## src/hw/rtl/pib_pkg.sv

```systemverilog
// ----------------------------------------------------------------------------
// Particle integrate and bounce package
// Shared widths, register codes, fixed-point constants and helpers.
// ----------------------------------------------------------------------------
package pib_pkg;

  localparam int POS_W     = 32;
  localparam int LIFE_W    = 24;
  localparam int DT_W      = 16;
  localparam int DIM_W     = 16;
  localparam int CFG_IDX_W = 2;

  typedef enum logic [CFG_IDX_W-1:0] {
    REG_FIELD_WIDTH  = 2'd0,
    REG_FIELD_HEIGHT = 2'd1
  } pib_reg_t;

  localparam logic [DIM_W-1:0]  FIELD_W_RST    = 16'd1280;
  localparam logic [DIM_W-1:0]  FIELD_H_RST    = 16'd720;
  localparam logic [9:0]        GRAVITY_RAW    = 10'd980;
  localparam logic [15:0]       SHRINK_Q16     = 16'd64881;
  localparam logic [15:0]       BOUNCE_Q16     = 16'd26214;
  localparam logic [LIFE_W-1:0] LIFE_MIN_RAW   = 24'd65;
  localparam logic [LIFE_W-1:0] RADIUS_MIN_RAW = 24'd32768;
  localparam logic [15:0]       ROUND_HALF     = 16'h8000;

  // Item between the integrate and bounce sections
  typedef struct packed {
    logic signed [POS_W-1:0] pos_x;
    logic signed [POS_W-1:0] pos_y;
    logic signed [POS_W-1:0] vel_x;
    logic signed [POS_W-1:0] vel_y;
    logic [LIFE_W-1:0]       life;
    logic [LIFE_W-1:0]       radius;
    logic                    alive;
  } pib_mid_t;

  // Clamp a 34-bit signed value into the signed 32-bit range
  function automatic logic signed [POS_W-1:0] sat32(input logic signed [33:0] v);
    logic signed [33:0] max_v;
    logic signed [33:0] min_v;
    max_v = 34'sh0_7FFF_FFFF;
    min_v = -34'sh0_8000_0000;
    if (v > max_v) begin
      sat32 = max_v[POS_W-1:0];
    end else if (v < min_v) begin
      sat32 = min_v[POS_W-1:0];
    end else begin
      sat32 = v[POS_W-1:0];
    end
  endfunction

  // Round a 32x16 magnitude product back to Q16.16, ties up
  function automatic logic [POS_W-1:0] rnd_q16(input logic [47:0] p);
    logic [47:0] s;
    s = p + 48'(ROUND_HALF);
    rnd_q16 = s[47:16];
  endfunction

endpackage

```

## src/hw/rtl/pib_bounce.sv

```systemverilog
// ----------------------------------------------------------------------------
// Particle bounce section
// Two stages: wall tests, clamp targets and bounce products, then
// rounding, negation and the output register.
// ----------------------------------------------------------------------------
module pib_bounce (
  input  logic                              clk,
  input  logic                              rst,
  input  logic                              mid_valid,
  output logic                              mid_ready,
  input  pib_pkg::pib_mid_t                 mid,
  input  logic [pib_pkg::DIM_W-1:0]         field_width,
  input  logic [pib_pkg::DIM_W-1:0]         field_height,
  output logic                              out_valid,
  input  logic                              out_stall,
  output logic signed [pib_pkg::POS_W-1:0]  new_pos_x,
  output logic signed [pib_pkg::POS_W-1:0]  new_pos_y,
  output logic signed [pib_pkg::POS_W-1:0]  new_vel_x,
  output logic signed [pib_pkg::POS_W-1:0]  new_vel_y,
  output logic [pib_pkg::LIFE_W-1:0]        new_life,
  output logic [pib_pkg::LIFE_W-1:0]        new_radius,
  output logic                              alive,
  output logic                              hit_wall
);
  import pib_pkg::*;

  typedef struct packed {
    logic                    hit;
    logic signed [POS_W-1:0] pos;
  } axis_t;

  // Test one axis against its low and high wall
  function automatic axis_t clamp_axis(input logic signed [POS_W-1:0] pos,
                                       input logic [LIFE_W-1:0]       rad,
                                       input logic [DIM_W-1:0]        dim,
                                       input logic                    live);
    logic signed [33:0] p;
    logic signed [33:0] r;
    logic signed [33:0] lim;
    logic               lo;
    logic               hi;
    axis_t              res;
    p   = 34'(pos);
    r   = $signed({10'b0, rad});
    lim = $signed({2'b0, dim, 16'b0});
    lo  = (p - r) <= 34'sd0;
    hi  = (p + r) >= lim;
    res.hit = live && (lo || hi);
    if (!res.hit) begin
      res.pos = pos;
    end else if (lo) begin
      res.pos = sat32(r);
    end else begin
      res.pos = sat32(lim - r);
    end
    return res;
  endfunction

  // stage 3
  logic                    s3_valid;
  logic signed [POS_W-1:0] s3_pos_x;
  logic signed [POS_W-1:0] s3_pos_y;
  logic signed [POS_W-1:0] s3_vel_x;
  logic signed [POS_W-1:0] s3_vel_y;
  logic                    s3_hit_x;
  logic                    s3_hit_y;
  logic                    s3_vx_neg;
  logic                    s3_vy_neg;
  logic [47:0]             s3_vx_prod;
  logic [47:0]             s3_vy_prod;
  logic [LIFE_W-1:0]       s3_life;
  logic [LIFE_W-1:0]       s3_rad;
  logic                    s3_alive;

  logic                    s3_ready;
  logic                    out_ready;
  axis_t                   ax_x;
  axis_t                   ax_y;
  logic [POS_W-1:0]        vx_mag;
  logic [POS_W-1:0]        vy_mag;
  logic [POS_W-1:0]        bx_mag;
  logic [POS_W-1:0]        by_mag;
  logic [POS_W-1:0]        bx_val;
  logic [POS_W-1:0]        by_val;

  assign out_ready = !out_valid || !out_stall;
  assign s3_ready  = !s3_valid || out_ready;
  assign mid_ready = s3_ready;

  assign ax_x   = clamp_axis(mid.pos_x, mid.radius, field_width, mid.alive);
  assign ax_y   = clamp_axis(mid.pos_y, mid.radius, field_height, mid.alive);
  assign vx_mag = mid.vel_x[POS_W-1] ? POS_W'(-mid.vel_x) : POS_W'(mid.vel_x);
  assign vy_mag = mid.vel_y[POS_W-1] ? POS_W'(-mid.vel_y) : POS_W'(mid.vel_y);

  always_ff @(posedge clk) begin
    if (rst) begin
      s3_valid <= 1'b0;
    end else if (s3_ready) begin
      s3_valid <= mid_valid;
    end
  end

  always_ff @(posedge clk) begin
    if (mid_valid && s3_ready) begin
      s3_pos_x   <= ax_x.pos;
      s3_pos_y   <= ax_y.pos;
      s3_vel_x   <= mid.vel_x;
      s3_vel_y   <= mid.vel_y;
      s3_hit_x   <= ax_x.hit;
      s3_hit_y   <= ax_y.hit;
      s3_vx_neg  <= mid.vel_x[POS_W-1];
      s3_vy_neg  <= mid.vel_y[POS_W-1];
      s3_vx_prod <= 48'(vx_mag) * 48'(BOUNCE_Q16);
      s3_vy_prod <= 48'(vy_mag) * 48'(BOUNCE_Q16);
      s3_life    <= mid.life;
      s3_rad     <= mid.radius;
      s3_alive   <= mid.alive;
    end
  end

  // stage 4: bounced velocity is minus the scaled velocity, so flip the sign
  always_comb begin
    bx_mag = rnd_q16(s3_vx_prod);
    by_mag = rnd_q16(s3_vy_prod);
    bx_val = s3_vx_neg ? bx_mag : -bx_mag;
    by_val = s3_vy_neg ? by_mag : -by_mag;
  end

  always_ff @(posedge clk) begin
    if (rst) begin
      out_valid <= 1'b0;
    end else if (out_ready) begin
      out_valid <= s3_valid;
    end
  end

  always_ff @(posedge clk) begin
    if (s3_valid && out_ready) begin
      new_pos_x  <= s3_pos_x;
      new_pos_y  <= s3_pos_y;
      new_vel_x  <= s3_hit_x ? $signed(bx_val) : s3_vel_x;
      new_vel_y  <= s3_hit_y ? $signed(by_val) : s3_vel_y;
      new_life   <= s3_life;
      new_radius <= s3_rad;
      alive      <= s3_alive;
      hit_wall   <= s3_hit_x || s3_hit_y;
    end
  end

endmodule

```

## config.mk

```make
export PLATFORM = sky130hd
export DESIGN_NAME = pib_bounce
export DESIGN_NICKNAME = d
export VERILOG_FILES = /design/src/hw/rtl/pib_pkg.sv /design/src/hw/rtl/pib_bounce.sv
export SDC_FILE = /design/constraint.sdc
export NUM_CORES = 2
export LEC_CHECK = 0
export ABC_AREA = 1
export BUFFER_PORTS_ARGS = -buffer_cell sky130_fd_sc_hd__buf_2
export CORE_UTILIZATION = 40
export DETAILED_ROUTE_END_ITERATION = 6
export PLACE_DENSITY_LB_ADDON = 0.12
export SLEW_MARGIN = 15
export SYNTH_ARGS = -nofsm -noshare
export SYNTH_HDL_FRONTEND = slang
export SYNTH_SLANG_ARGS = --single-unit
```

## constraint.sdc

```tcl
create_clock -name clk -period 11.3 [get_ports clk]
set_input_delay 1.13 -clock clk [delete_from_list [all_inputs] [get_ports clk]]
set_output_delay 1.13 -clock clk [all_outputs]
set_load 0.05 [all_outputs]
```

==> flow_metrics.py <==
metrics = {
    "timing": {
        "relSlewSlack": 0.294,
        "fin_crit_sh": 0.711,
        "finalCriticalPeriod_ns": 8.04,
        "holdWs_ns": 0.413,
        "clock.fmax_ghz": 0.124,
        "worst_pin_slew_ns": 1.06,
        "skew_ns": 0.0440,
        "hold_viol": 0,
        "drv_slew": 0,
        "final-setup-viol-count": 0,
        "fin_setup_tns_ns": 0,
        "rsz0062_at_grt": "false",
    },
    "critical_path": {
        "criticalPathCategory": "in -> reg",
        "crit_buf_inv": 8,
        "critPathRequiredTime_ns": 11.67,
        "cp.arrival_ns": 8.41,
        "max_stage_delay_ns": 0.54,
        "critPathLaunchType": "input port",
        "path_max_fanout": 6,
        "crit_path_top_delay_cell": "fa_1",
        "cpLargestDelayFamily": "adder cells",
        "cpMostUsedCell": "inv_1",
        "crit_path_end_kind": "register",
    },
    "global_route": {
        "antenna_found_initial": 17,
        "gr-total-overflow": 0,
        "grt_start_max_net_pins": 112,
        "grt_pass1_wl_mm": 252,
        "grt_pass1_vias": 41500,
        "track_usage": 0.274,
    },
    "synthesis": {
        "syn_area_mm2": 0.0480,
        "synth.top_cell.area_share": 0.263,
        "ys.flop_type": "edfxtp_1",
        "synthCells": 6220,
        "synthArstFlopShare": 0,
        "yosysTopAreaCell": "edfxtp_1",
        "synth_fp_nets": 7261,
        "yosys.cell_types.count": 63,
        "synth_edf_count": 421,
        "synth-seq-cells": 423,
        "postSynthAreaPerCell_um2": 7.72,
        "yosys-top-cells-area": "edfxtp_1 (26%), ha_1 (13%), fa_1 (13%), nand2_1 (12%), inv_1 (9.1%)",
        "synth_warnings": 0,
        "ys_seq_area_frac": 0.264,
    },
    "drt": {
        "drcViolationCount": 0,
        "wirelength_mm": 169,
        "vias": 42300,
        "drt_first_pass_iters": 6,
        "wl_per_cell_um": 20.5,
        "ant_nets": 0,
        "viasPerCell": 5.14,
        "drt_iter0_drc": 3421,
    },
    "clock_network": {
        "path_clk_slew_ns": 0.06,
        "clkSinkCount": 423,
        "tritoncts": "built",
        "holdBufCountCts": 0,
        "clockBufferDepth": 3,
        "htree_num_levels": 2,
        "post_cts_buffers": 0,
        "ctsRootBufferMaster": "clkbuf_16",
        "clk_latency_ns": 0.65,
        "cts_made_buffers": 50,
        "cts_resized": 0,
    },
    "floorplan": {
        "core-area_mm2": 0.119,
        "die_area_mm2": 0.121,
        "initial_core_util": 0.405,
        "chipWidth_um": 349,
        "num_rows": 126,
        "die_h_um": 349,
        "num_io_pins": 393,
    },
    "min_path": {
        "worstHoldPathType": "reg -> reg",
    },
    "cells_and_area": {
        "drive_above_1_share": 0.0859,
        "areaGrowthSynthToFinish_pct": 11.2,
        "final_nets": 7642,
        "final_util": 0.451,
    },
    "run_status": {
        "status": "completed",
    },
    "place": {
        "io_buffers": 392,
        "dpl.hpwl_mm": 144,
        "place.gp.congestion": 0.998,
    },
    "run": {
        "cap_violations": 0,
    },
}
==> cell usage after synthesis, types with 8 or more instances <==
cell type / number
a21o_1: 12
a21oi_1: 276
a31oi_1: 44
buf_1: 8
buf_2: 37
clkbuf_1: 33
edfxtp_1: 421
fa_1: 313
ha_1: 515
inv_1: 1161
inv_2: 9
nand2_1: 1539
nand2_2: 8
nand3_1: 359
nand3b_1: 16
nand4_1: 97
nor2_1: 595
nor2_2: 12
nor3_1: 68
nor3_2: 9
nor4_1: 21
o211ai_1: 10
o21a_1: 16
o21ai_0: 185
o21ai_1: 17
o21bai_1: 23
o31ai_1: 9
or2_2: 14
xnor2_1: 89
xor2_1: 221
==> flip-flops by register name (all words and copies together), names as in the netlist <==
register,cells
s3_valid,1
s3_hit_y,1
new_vel_x,32
s3_pos_x,32
s3_vx_prod,32
alive,1
new_pos_x,32
out_valid,1
s3_life,24
s3_pos_y,32
new_pos_y,32
s3_hit_x,1
s3_vy_prod,32
s3_vel_x,32
s3_rad,24
new_life,24
new_radius,24
s3_vel_y,32
hit_wall,1
s3_alive,1
new_vel_y,32
==> area by class of cell <==
cell class | count | area (µm²)
clock inverters | 30 | 350
multi-input cells | 4538 | 30500
fillers | 12200 | 65100
diodes | 2 | 5.00
repair buffers | 416 | 2140
clock buffers | 59 | 1280
inverters | 1172 | 4410
well taps | 1600 | 2000
flip-flops and latches | 423 | 12700
==> metrics by stage <==
step | cells | cell area [µm²] | setup slack (ns)
global route | 8239 | 53400 | 2.76
finish | 8240 | 53400 | 3.26
CTS | 8238 | 53400 | 3.34
detailed placement | 8149 | 51800 | 2.68
floorplan | 6220 | 48000 | 1.88
global placement | 8149 | 51800 | 2.80
==> routing by layer <==
metal | up-vias | wire, µm | GRT usage
met5 | - | 41 | 0
met4 | 6 | 6570 | 0.0979
li1 | 20700 | - | -
met3 | 280 | 10000 | 0.0299
met1 | 19900 | 74900 | 0.368
met2 | 1411 | 77200 | 0.454
==> layout by cell type, fill, tap and decap left out, types with 50 or more instances in the layout <==
cell	Yosys	final
nand2_1	1539	1539
inv_1	1161	1160
nor2_1	595	594
ha_1	515	515
edfxtp_1	421	421
buf_2	37	392
nand3_1	359	359
fa_1	313	313
a21oi_1	276	276
xor2_1	221	221
o21ai_0	185	185
nand4_1	97	97
xnor2_1	89	89
nor3_1	68	68
clkbuf_16	0	50
==> final timing paths <==
kind,startpoint,endpoint,slack [ns],cells after the start
max,mid[81],s3_vx_prod[46],3.26,31
max reg2reg,s3_vy_prod[15],new_vel_y[13],8.05,13
min,s3_rad[11],new_radius[11],0.41,0
min reg2reg,s3_rad[11],new_radius[11],0.41,0
==> cells by family after synthesis <==
group                      after synthesis  synth area share
DFF                                    423             0.264
xor gates and xnor gates               311            0.0569
adders and majority gates              828             0.265
AOI/OAI and AO/OA                      631            0.0734
and+or+nand+nor                       2768             0.241
buffers and inverters                 1259             0.100
==> worst reg2reg max path, delay by kind of cell, from the launching register on <==
| kind | cells | cell delay, ns |
|---|---|---|
| AND/OR/NAND/NOR | 7 | 1.55 |
| AO/OA/AOI/OAI | 2 | 0.58 |
| flip-flops | 1 | 0.38 |
| adder cells (fa/ha/maj) | 1 | 0.22 |
| buffers and inverters | 2 | 0.22 |
| XOR/XNOR | 1 | 0.08 |
Power is not shown: default switching activity piles up to over one toggle a cycle in this logic, so the estimate is an artifact.
