$ cat src/hw/rtl/pib_pkg.sv
// ----------------------------------------------------------------------------
// Particle integrate and bounce package
// Shared widths, register codes, fixed-point constants and helpers.
// ----------------------------------------------------------------------------
package pib_pkg;

  localparam int POS_W     = 32;
  localparam int LIFE_W    = 24;
  localparam int DT_W      = 16;
  localparam int DIM_W     = 16;
  localparam int CFG_IDX_W = 2;

  typedef enum logic [CFG_IDX_W-1:0] {
    REG_FIELD_WIDTH  = 2'd0,
    REG_FIELD_HEIGHT = 2'd1
  } pib_reg_t;

  localparam logic [DIM_W-1:0]  FIELD_W_RST    = 16'd1280;
  localparam logic [DIM_W-1:0]  FIELD_H_RST    = 16'd720;
  localparam logic [9:0]        GRAVITY_RAW    = 10'd980;
  localparam logic [15:0]       SHRINK_Q16     = 16'd64881;
  localparam logic [15:0]       BOUNCE_Q16     = 16'd26214;
  localparam logic [LIFE_W-1:0] LIFE_MIN_RAW   = 24'd65;
  localparam logic [LIFE_W-1:0] RADIUS_MIN_RAW = 24'd32768;
  localparam logic [15:0]       ROUND_HALF     = 16'h8000;

  // Item between the integrate and bounce sections
  typedef struct packed {
    logic signed [POS_W-1:0] pos_x;
    logic signed [POS_W-1:0] pos_y;
    logic signed [POS_W-1:0] vel_x;
    logic signed [POS_W-1:0] vel_y;
    logic [LIFE_W-1:0]       life;
    logic [LIFE_W-1:0]       radius;
    logic                    alive;
  } pib_mid_t;

  // Clamp a 34-bit signed value into the signed 32-bit range
  function automatic logic signed [POS_W-1:0] sat32(input logic signed [33:0] v);
    logic signed [33:0] max_v;
    logic signed [33:0] min_v;
    max_v = 34'sh0_7FFF_FFFF;
    min_v = -34'sh0_8000_0000;
    if (v > max_v) begin
      sat32 = max_v[POS_W-1:0];
    end else if (v < min_v) begin
      sat32 = min_v[POS_W-1:0];
    end else begin
      sat32 = v[POS_W-1:0];
    end
  endfunction

  // Round a 32x16 magnitude product back to Q16.16, ties up
  function automatic logic [POS_W-1:0] rnd_q16(input logic [47:0] p);
    logic [47:0] s;
    s = p + 48'(ROUND_HALF);
    rnd_q16 = s[47:16];
  endfunction

endpackage

$ cat src/hw/rtl/pib_integrate.sv
// ----------------------------------------------------------------------------
// Particle integrate section
// Two stages: products of velocity and step, gravity and radius shrink, and
// the lifetime decrement, then rounding, sums and saturation and the expiry test.
// ----------------------------------------------------------------------------
module pib_integrate (
  input  logic                             clk,
  input  logic                             rst,
  input  logic                             in_valid,
  output logic                             in_ready,
  input  logic signed [pib_pkg::POS_W-1:0] pos_x,
  input  logic signed [pib_pkg::POS_W-1:0] pos_y,
  input  logic signed [pib_pkg::POS_W-1:0] vel_x,
  input  logic signed [pib_pkg::POS_W-1:0] vel_y,
  input  logic [pib_pkg::LIFE_W-1:0]       life_left,
  input  logic [pib_pkg::LIFE_W-1:0]       radius,
  input  logic [pib_pkg::DT_W-1:0]         step_time,
  output logic                             mid_valid,
  input  logic                             mid_ready,
  output pib_pkg::pib_mid_t                mid
);
  import pib_pkg::*;

  // stage 1
  logic                    s1_valid;
  logic signed [POS_W-1:0] s1_pos_x;
  logic signed [POS_W-1:0] s1_pos_y;
  logic signed [POS_W-1:0] s1_vel_x;
  logic signed [POS_W-1:0] s1_vel_y;
  logic                    s1_dx_neg;
  logic                    s1_dy_neg;
  logic [47:0]             s1_dx_prod;
  logic [47:0]             s1_dy_prod;
  logic [25:0]             s1_grav;
  logic [LIFE_W-1:0]       s1_life;
  logic [39:0]             s1_rad_prod;

  logic                    s1_ready;
  logic [POS_W-1:0]        vx_mag;
  logic [POS_W-1:0]        vy_mag;
  logic [LIFE_W-1:0]       life_sub;

  logic [POS_W-1:0]        dx_mag;
  logic [POS_W-1:0]        dy_mag;
  logic signed [32:0]      dx_s;
  logic signed [32:0]      dy_s;
  logic signed [33:0]      px_sum;
  logic signed [33:0]      py_sum;
  logic signed [33:0]      vy_sum;
  logic [39:0]             rad_rnd;
  logic [LIFE_W-1:0]       nrad;
  pib_mid_t                mid_next;

  assign in_ready = !s1_valid || s1_ready;
  assign s1_ready = !mid_valid || mid_ready;

  assign vx_mag   = vel_x[POS_W-1] ? POS_W'(-vel_x) : POS_W'(vel_x);
  assign vy_mag   = vel_y[POS_W-1] ? POS_W'(-vel_y) : POS_W'(vel_y);
  assign life_sub = (life_left > LIFE_W'(step_time)) ? life_left - LIFE_W'(step_time)
                                                     : '0;

  always_ff @(posedge clk) begin
    if (rst) begin
      s1_valid <= 1'b0;
    end else if (in_ready) begin
      s1_valid <= in_valid;
    end
  end

  always_ff @(posedge clk) begin
    if (in_valid && in_ready) begin
      s1_pos_x    <= pos_x;
      s1_pos_y    <= pos_y;
      s1_vel_x    <= vel_x;
      s1_vel_y    <= vel_y;
      s1_dx_neg   <= vel_x[POS_W-1];
      s1_dy_neg   <= vel_y[POS_W-1];
      s1_dx_prod  <= 48'(vx_mag) * 48'(step_time);
      s1_dy_prod  <= 48'(vy_mag) * 48'(step_time);
      s1_grav     <= 26'(GRAVITY_RAW) * 26'(step_time);
      s1_life     <= life_sub;
      s1_rad_prod <= 40'(radius) * 40'(SHRINK_Q16);
    end
  end

  // stage 2: round, restore sign, saturate
  always_comb begin
    dx_mag  = rnd_q16(s1_dx_prod);
    dy_mag  = rnd_q16(s1_dy_prod);
    dx_s    = s1_dx_neg ? -$signed({1'b0, dx_mag}) : $signed({1'b0, dx_mag});
    dy_s    = s1_dy_neg ? -$signed({1'b0, dy_mag}) : $signed({1'b0, dy_mag});
    px_sum  = 34'(s1_pos_x) + 34'(dx_s);
    py_sum  = 34'(s1_pos_y) + 34'(dy_s);
    vy_sum  = 34'(s1_vel_y) + $signed({8'b0, s1_grav});
    rad_rnd = s1_rad_prod + 40'(ROUND_HALF);
    nrad    = rad_rnd[39:16];

    mid_next.pos_x  = sat32(px_sum);
    mid_next.pos_y  = sat32(py_sum);
    mid_next.vel_x  = s1_vel_x;
    mid_next.vel_y  = sat32(vy_sum);
    mid_next.life   = s1_life;
    mid_next.radius = nrad;
    mid_next.alive  = (s1_life > LIFE_MIN_RAW) && (nrad >= RADIUS_MIN_RAW);
  end

  always_ff @(posedge clk) begin
    if (rst) begin
      mid_valid <= 1'b0;
    end else if (s1_ready) begin
      mid_valid <= s1_valid;
    end
  end

  always_ff @(posedge clk) begin
    if (s1_valid && s1_ready) begin
      mid <= mid_next;
    end
  end

endmodule

$ cat config.mk
export PLATFORM = sky130hd
export DESIGN_NAME = pib_integrate
export DESIGN_NICKNAME = d
export VERILOG_FILES = /design/src/hw/rtl/pib_pkg.sv /design/src/hw/rtl/pib_integrate.sv
export SDC_FILE = /design/constraint.sdc
export NUM_CORES = 2
export LEC_CHECK = 0
export BUFFER_PORTS_ARGS = -buffer_cell sky130_fd_sc_hd__buf_4
export CAP_MARGIN = 15
export CORE_ASPECT_RATIO = 0.7
export CORE_MARGIN = 2
export CORE_UTILIZATION = 40
export DETAILED_ROUTE_END_ITERATION = 16
export HOLD_SLACK_MARGIN = 0.12
export PLACE_DENSITY_LB_ADDON = 0.08
export SETUP_SLACK_MARGIN = 0.05
export SLEW_MARGIN = 20
export SYNTH_ARGS = -nofsm -noshare
export SYNTH_HDL_FRONTEND = slang
export SYNTH_SLANG_ARGS = --single-unit
$ cat constraint.sdc
create_clock -name clk -period 24.7 [get_ports clk]
set_clock_uncertainty 0.1 [all_clocks]
set_input_delay 1.235 -clock clk [delete_from_list [all_inputs] [get_ports clk]]
set_output_delay 1.235 -clock clk [all_outputs]
set_load 0.05 [all_outputs]
==> Flow_metrics.wiki <==
{| class="wikitable"
! Metric !! Value
|-
| Hold-critical path endpoint || mid[107]
|-
| Type of the setup path with the least slack || in2reg
|-
| Setup-violating endpoint count in the final report || 0
|-
| Worst r2r path cells || 21
|-
| Worst path most repeated cell || sky130_fd_sc_hd__fa_1
|-
| Largest net degree at the start of global routing || 124
|-
| Overall fraction of global-route tracks in use || 0.2290
|-
| Relative slew slack || 0.2344
|-
| Cell at the slowest stage of the critical path || sky130_fd_sc_hd__nor3_1
|-
| Vias in the first global route || 46.96k
|-
| Critical hold path startpoint || s1_vel_x[26]
|-
| Clock Tree Buf Depth || 3
|-
| Number of synthesized register bits || 446
|-
| Syn avg cell area || 9.914 um^2
|-
| Post-Route WL || 182000 um
|-
| Number of iterations in the first detailed-routing pass || 5
|-
| Top_reg_cell synth || sky130_fd_sc_hd__edfxtp_1
|-
| Floorplan row count || 122
|-
| Most used cells in the layout excluding fill and tap cells || sky130_fd_sc_hd__inv_1, sky130_fd_sc_hd__fa_1, sky130_fd_sc_hd__nand2_1
|-
| Worst endpoint data arrival time || 10870 ps
|-
| Cts bufs inserted || 52
|-
| Maximum clock frequency || 94.53 MHz
|-
| Cell at the root of the clock tree || sky130_fd_sc_hd__clkbuf_16
|-
| Total congestion overflow || 0
|-
| Unrepaired setup endpoints after global routing || false
|-
| Detail-routed via count per cell || 5.107
|-
| Slew at the pin closest to its max-slew limit || 1143 ps
|-
| Post-synthesis cell area || 0.06349 mm^2
|-
| Path type of the worst min-delay path || reg2reg
|-
| 1st-iter DRT viols || 3037
|-
| Global routing usage on met3 || 0.04473
|-
| Final cell utilization of the core || 0.4477
|-
| Kind of launch point of the worst setup path || input port
|-
| Hold depth || 0
|-
| Total via count in the routed design || 45.23k
|-
| Number of distinct library cell variants in the gate-level netlist after synthesis || 91
|-
| Count of synthesis-stage warnings from yosys || 0
|-
| Chip height || 337.3 um
|-
| Worst R2R End || mid[161]
|-
| Die Footprint || 0.1620 mm^2
|-
| # IOs || 375
|-
| Gpl congestion || 0.8877
|-
| Post-CTS Repair Setup Buffers || 0
|-
| Clock tree sinks || 446
|-
| H-tree depth reported by CTS || 2
|-
| Cell taking the most area after synthesis || sky130_fd_sc_hd__fa_1
|-
| Peak per-stage delay on the critical path || 630 ps
|-
| Share of post-route cells with drive strength above 1 || 0.09238
|-
| Flop-to-flop setup slack || 17880 ps
|-
| Synth-to-Final Area Change || 11.30%
|-
| MaxCap Viol Count || 0
|-
| Fillcell total || 15.34k
|-
| Slew Viols, Final || 0
|-
| GR Layer Usage met2 || 0.3342
|-
| Antenna violations before repair || 14
|-
| Final count of hold timing violations || 0
|-
| Highest-utilization routing layer at the global route stage || met1
|-
| Proportion of register bits with asynchronous set or reset after synthesis || 0
|-
| Synthesized instance count || 6404
|-
| Origin of the critical flop-to-flop path || s1_dx_prod[18]
|-
| Setup Slack @ Placement || 13380 ps
|-
| CTS tree || done
|-
| Post-route setup TNS || 0 ps
|-
| Average routed wire per standard cell || 20.56 um
|-
| I/O Buffers || 374
|-
| DRC violation count after routing || 0
|-
| Detail Route Antenna Nets || 0
|-
| Synth Net Count || 8195
|-
| Layout net count || 8496
|-
| Most frequent standard cell in the layout excluding fill and tap cells || sky130_fd_sc_hd__inv_1
|-
| Wire length of the first global-routing pass || 283400 um
|-
| Area share of the largest cell type after synthesis || 0.3264
|-
| Placeable Area || 0.1578 mm^2
|-
| Clk slew on worst S/H paths || 60 ps
|-
| Horizontal die dimension || 480.2 um
|-
| Largest cells by area after synthesis || sky130_fd_sc_hd__fa_1, sky130_fd_sc_hd__edfxtp_1, sky130_fd_sc_hd__ha_1
|-
| Met1 demand-to-capacity share in global routing || 0.3544
|-
| Shortest clock period the worst path allows after layout || 10580 ps
|-
| Proportion of synthesized chip area in sequential cells || 0.2106
|-
| Least setup slack across all paths after layout || 14120 ps
|-
| Status || finished, final reports clean
|-
| Effective utilization at floorplan || 0.4022
|-
| Critical path fanouts, max || 16
|-
| Clock insertion delay at the later pin of the skew report || 660 ps
|-
| Dpl hpwl || 143200 um
|-
| Count of cells resized by post-cts repair || 0
|-
| Crit. End Element || flop
|-
| Number of enable-type register cells in the synthesized netlist || 444
|-
| Worst endpoint required time || 24990 ps
|-
| Final worst path period share || 0.4283
|-
| CTS Hold Buffers Added || 0
|}
## per-stage QoR
stage | std cells | area, um^2 | hold WS (ps)
final | 8856 | 70660 | 317.3
after global routing | 8853 | 70660 | 297.5
after CTS | 8850 | 70630 | 314.9
after detailed placement | 8757 | 68880 | 304.5
after global placement | 8757 | 68870 | 301.1
after floorplan | 6404 | 63490 | 300.3
## routing by layer
metal / wire [um] / share of wire
met5: 46 / 0.00025
met4: 2846 / 0.016
met3: 12970 / 0.071
met2: 76220 / 0.42
met1: 89960 / 0.49
## flip-flops by register name (all words and copies together) (netlist names), 25 cells and up
signal and flops:
s1_dx_prod 33, s1_vel_x 32, s1_rad_prod 25, s1_dy_prod 33, s1_pos_y 32, s1_vel_y 32
mid 177, s1_pos_x 32
## cells by family after synthesis
logic type,share of synthesized area
DFF,0.2106
adders and majority gates,0.4367
buffers and inverters,0.08291
muxes,0.001971
xor gates and xnor gates,0.05698
AOI/OAI and AO/OA,0.07381
and+or+nand+nor,0.1370
## cell type report
class / instances / area (um^2) / area share
Tap cell: 2108 / 2638 / 0.03733
Sequential cell: 446 / 13370 / 0.1892
Timing Repair Buffer: 474 / 3582 / 0.05069
Clock buffer: 60 / 1374 / 0.01944
Antenna cell: 4 / 10.01 / 0.0001417
Clock inverter: 33 / 374.1 / 0.005294
Inverter: 1171 / 4395 / 0.06220
Multi-Input combinational cell: 4560 / 44920 / 0.6356
## worst max-delay path by stage
stage	to	startpoint	slack [ps]	depth (start not counted)
after global routing	s1_dx_prod[47]	vel_x[0]	13430	33
after detailed placement	s1_dx_prod[47]	vel_x[0]	13380	34
after CTS	s1_dx_prod[47]	vel_x[0]	14090	34
after floorplan	mid[0]	mid_ready	14740	2
after global placement	s1_dx_prod[47]	vel_x[0]	13540	34
final	s1_dx_prod[47]	vel_x[0]	14120	34
## worst max-delay path, delay by kind of cell
family	cells	cell delay, ps
AOI/OAI and AO/OA	11	2480
and+or+nand+nor	6	2330
xor gates and xnor gates	2	170
adders and majority gates	8	3680
buffers and inverters	7	950
## cells in the mapped netlist (21+ instances only)
cell type                     n
sky130_fd_sc_hd__and2_1     345
sky130_fd_sc_hd__and3_1      37
sky130_fd_sc_hd__or3_1       24
sky130_fd_sc_hd__inv_1     1165
sky130_fd_sc_hd__a21oi_1    162
sky130_fd_sc_hd__nor3_1      73
sky130_fd_sc_hd__ha_1       560
sky130_fd_sc_hd__xor2_1     122
sky130_fd_sc_hd__o31ai_1     35
sky130_fd_sc_hd__clkbuf_1   211
sky130_fd_sc_hd__nand4_1     37
sky130_fd_sc_hd__nand2_1    766
sky130_fd_sc_hd__or2_2       21
sky130_fd_sc_hd__nor2_1     290
sky130_fd_sc_hd__edfxtp_1   444
sky130_fd_sc_hd__nor2b_1     32
sky130_fd_sc_hd__nand3_1     87
sky130_fd_sc_hd__xnor2_1    291
sky130_fd_sc_hd__a21o_1     100
sky130_fd_sc_hd__a31oi_1     27
sky130_fd_sc_hd__fa_1      1035
sky130_fd_sc_hd__o21a_1      39
sky130_fd_sc_hd__o21bai_1    31
sky130_fd_sc_hd__o21ai_0    186
sky130_fd_sc_hd__nand2b_1    38
Power is not shown: default switching activity piles up to over one toggle a cycle in this logic, so the estimate is an artifact.
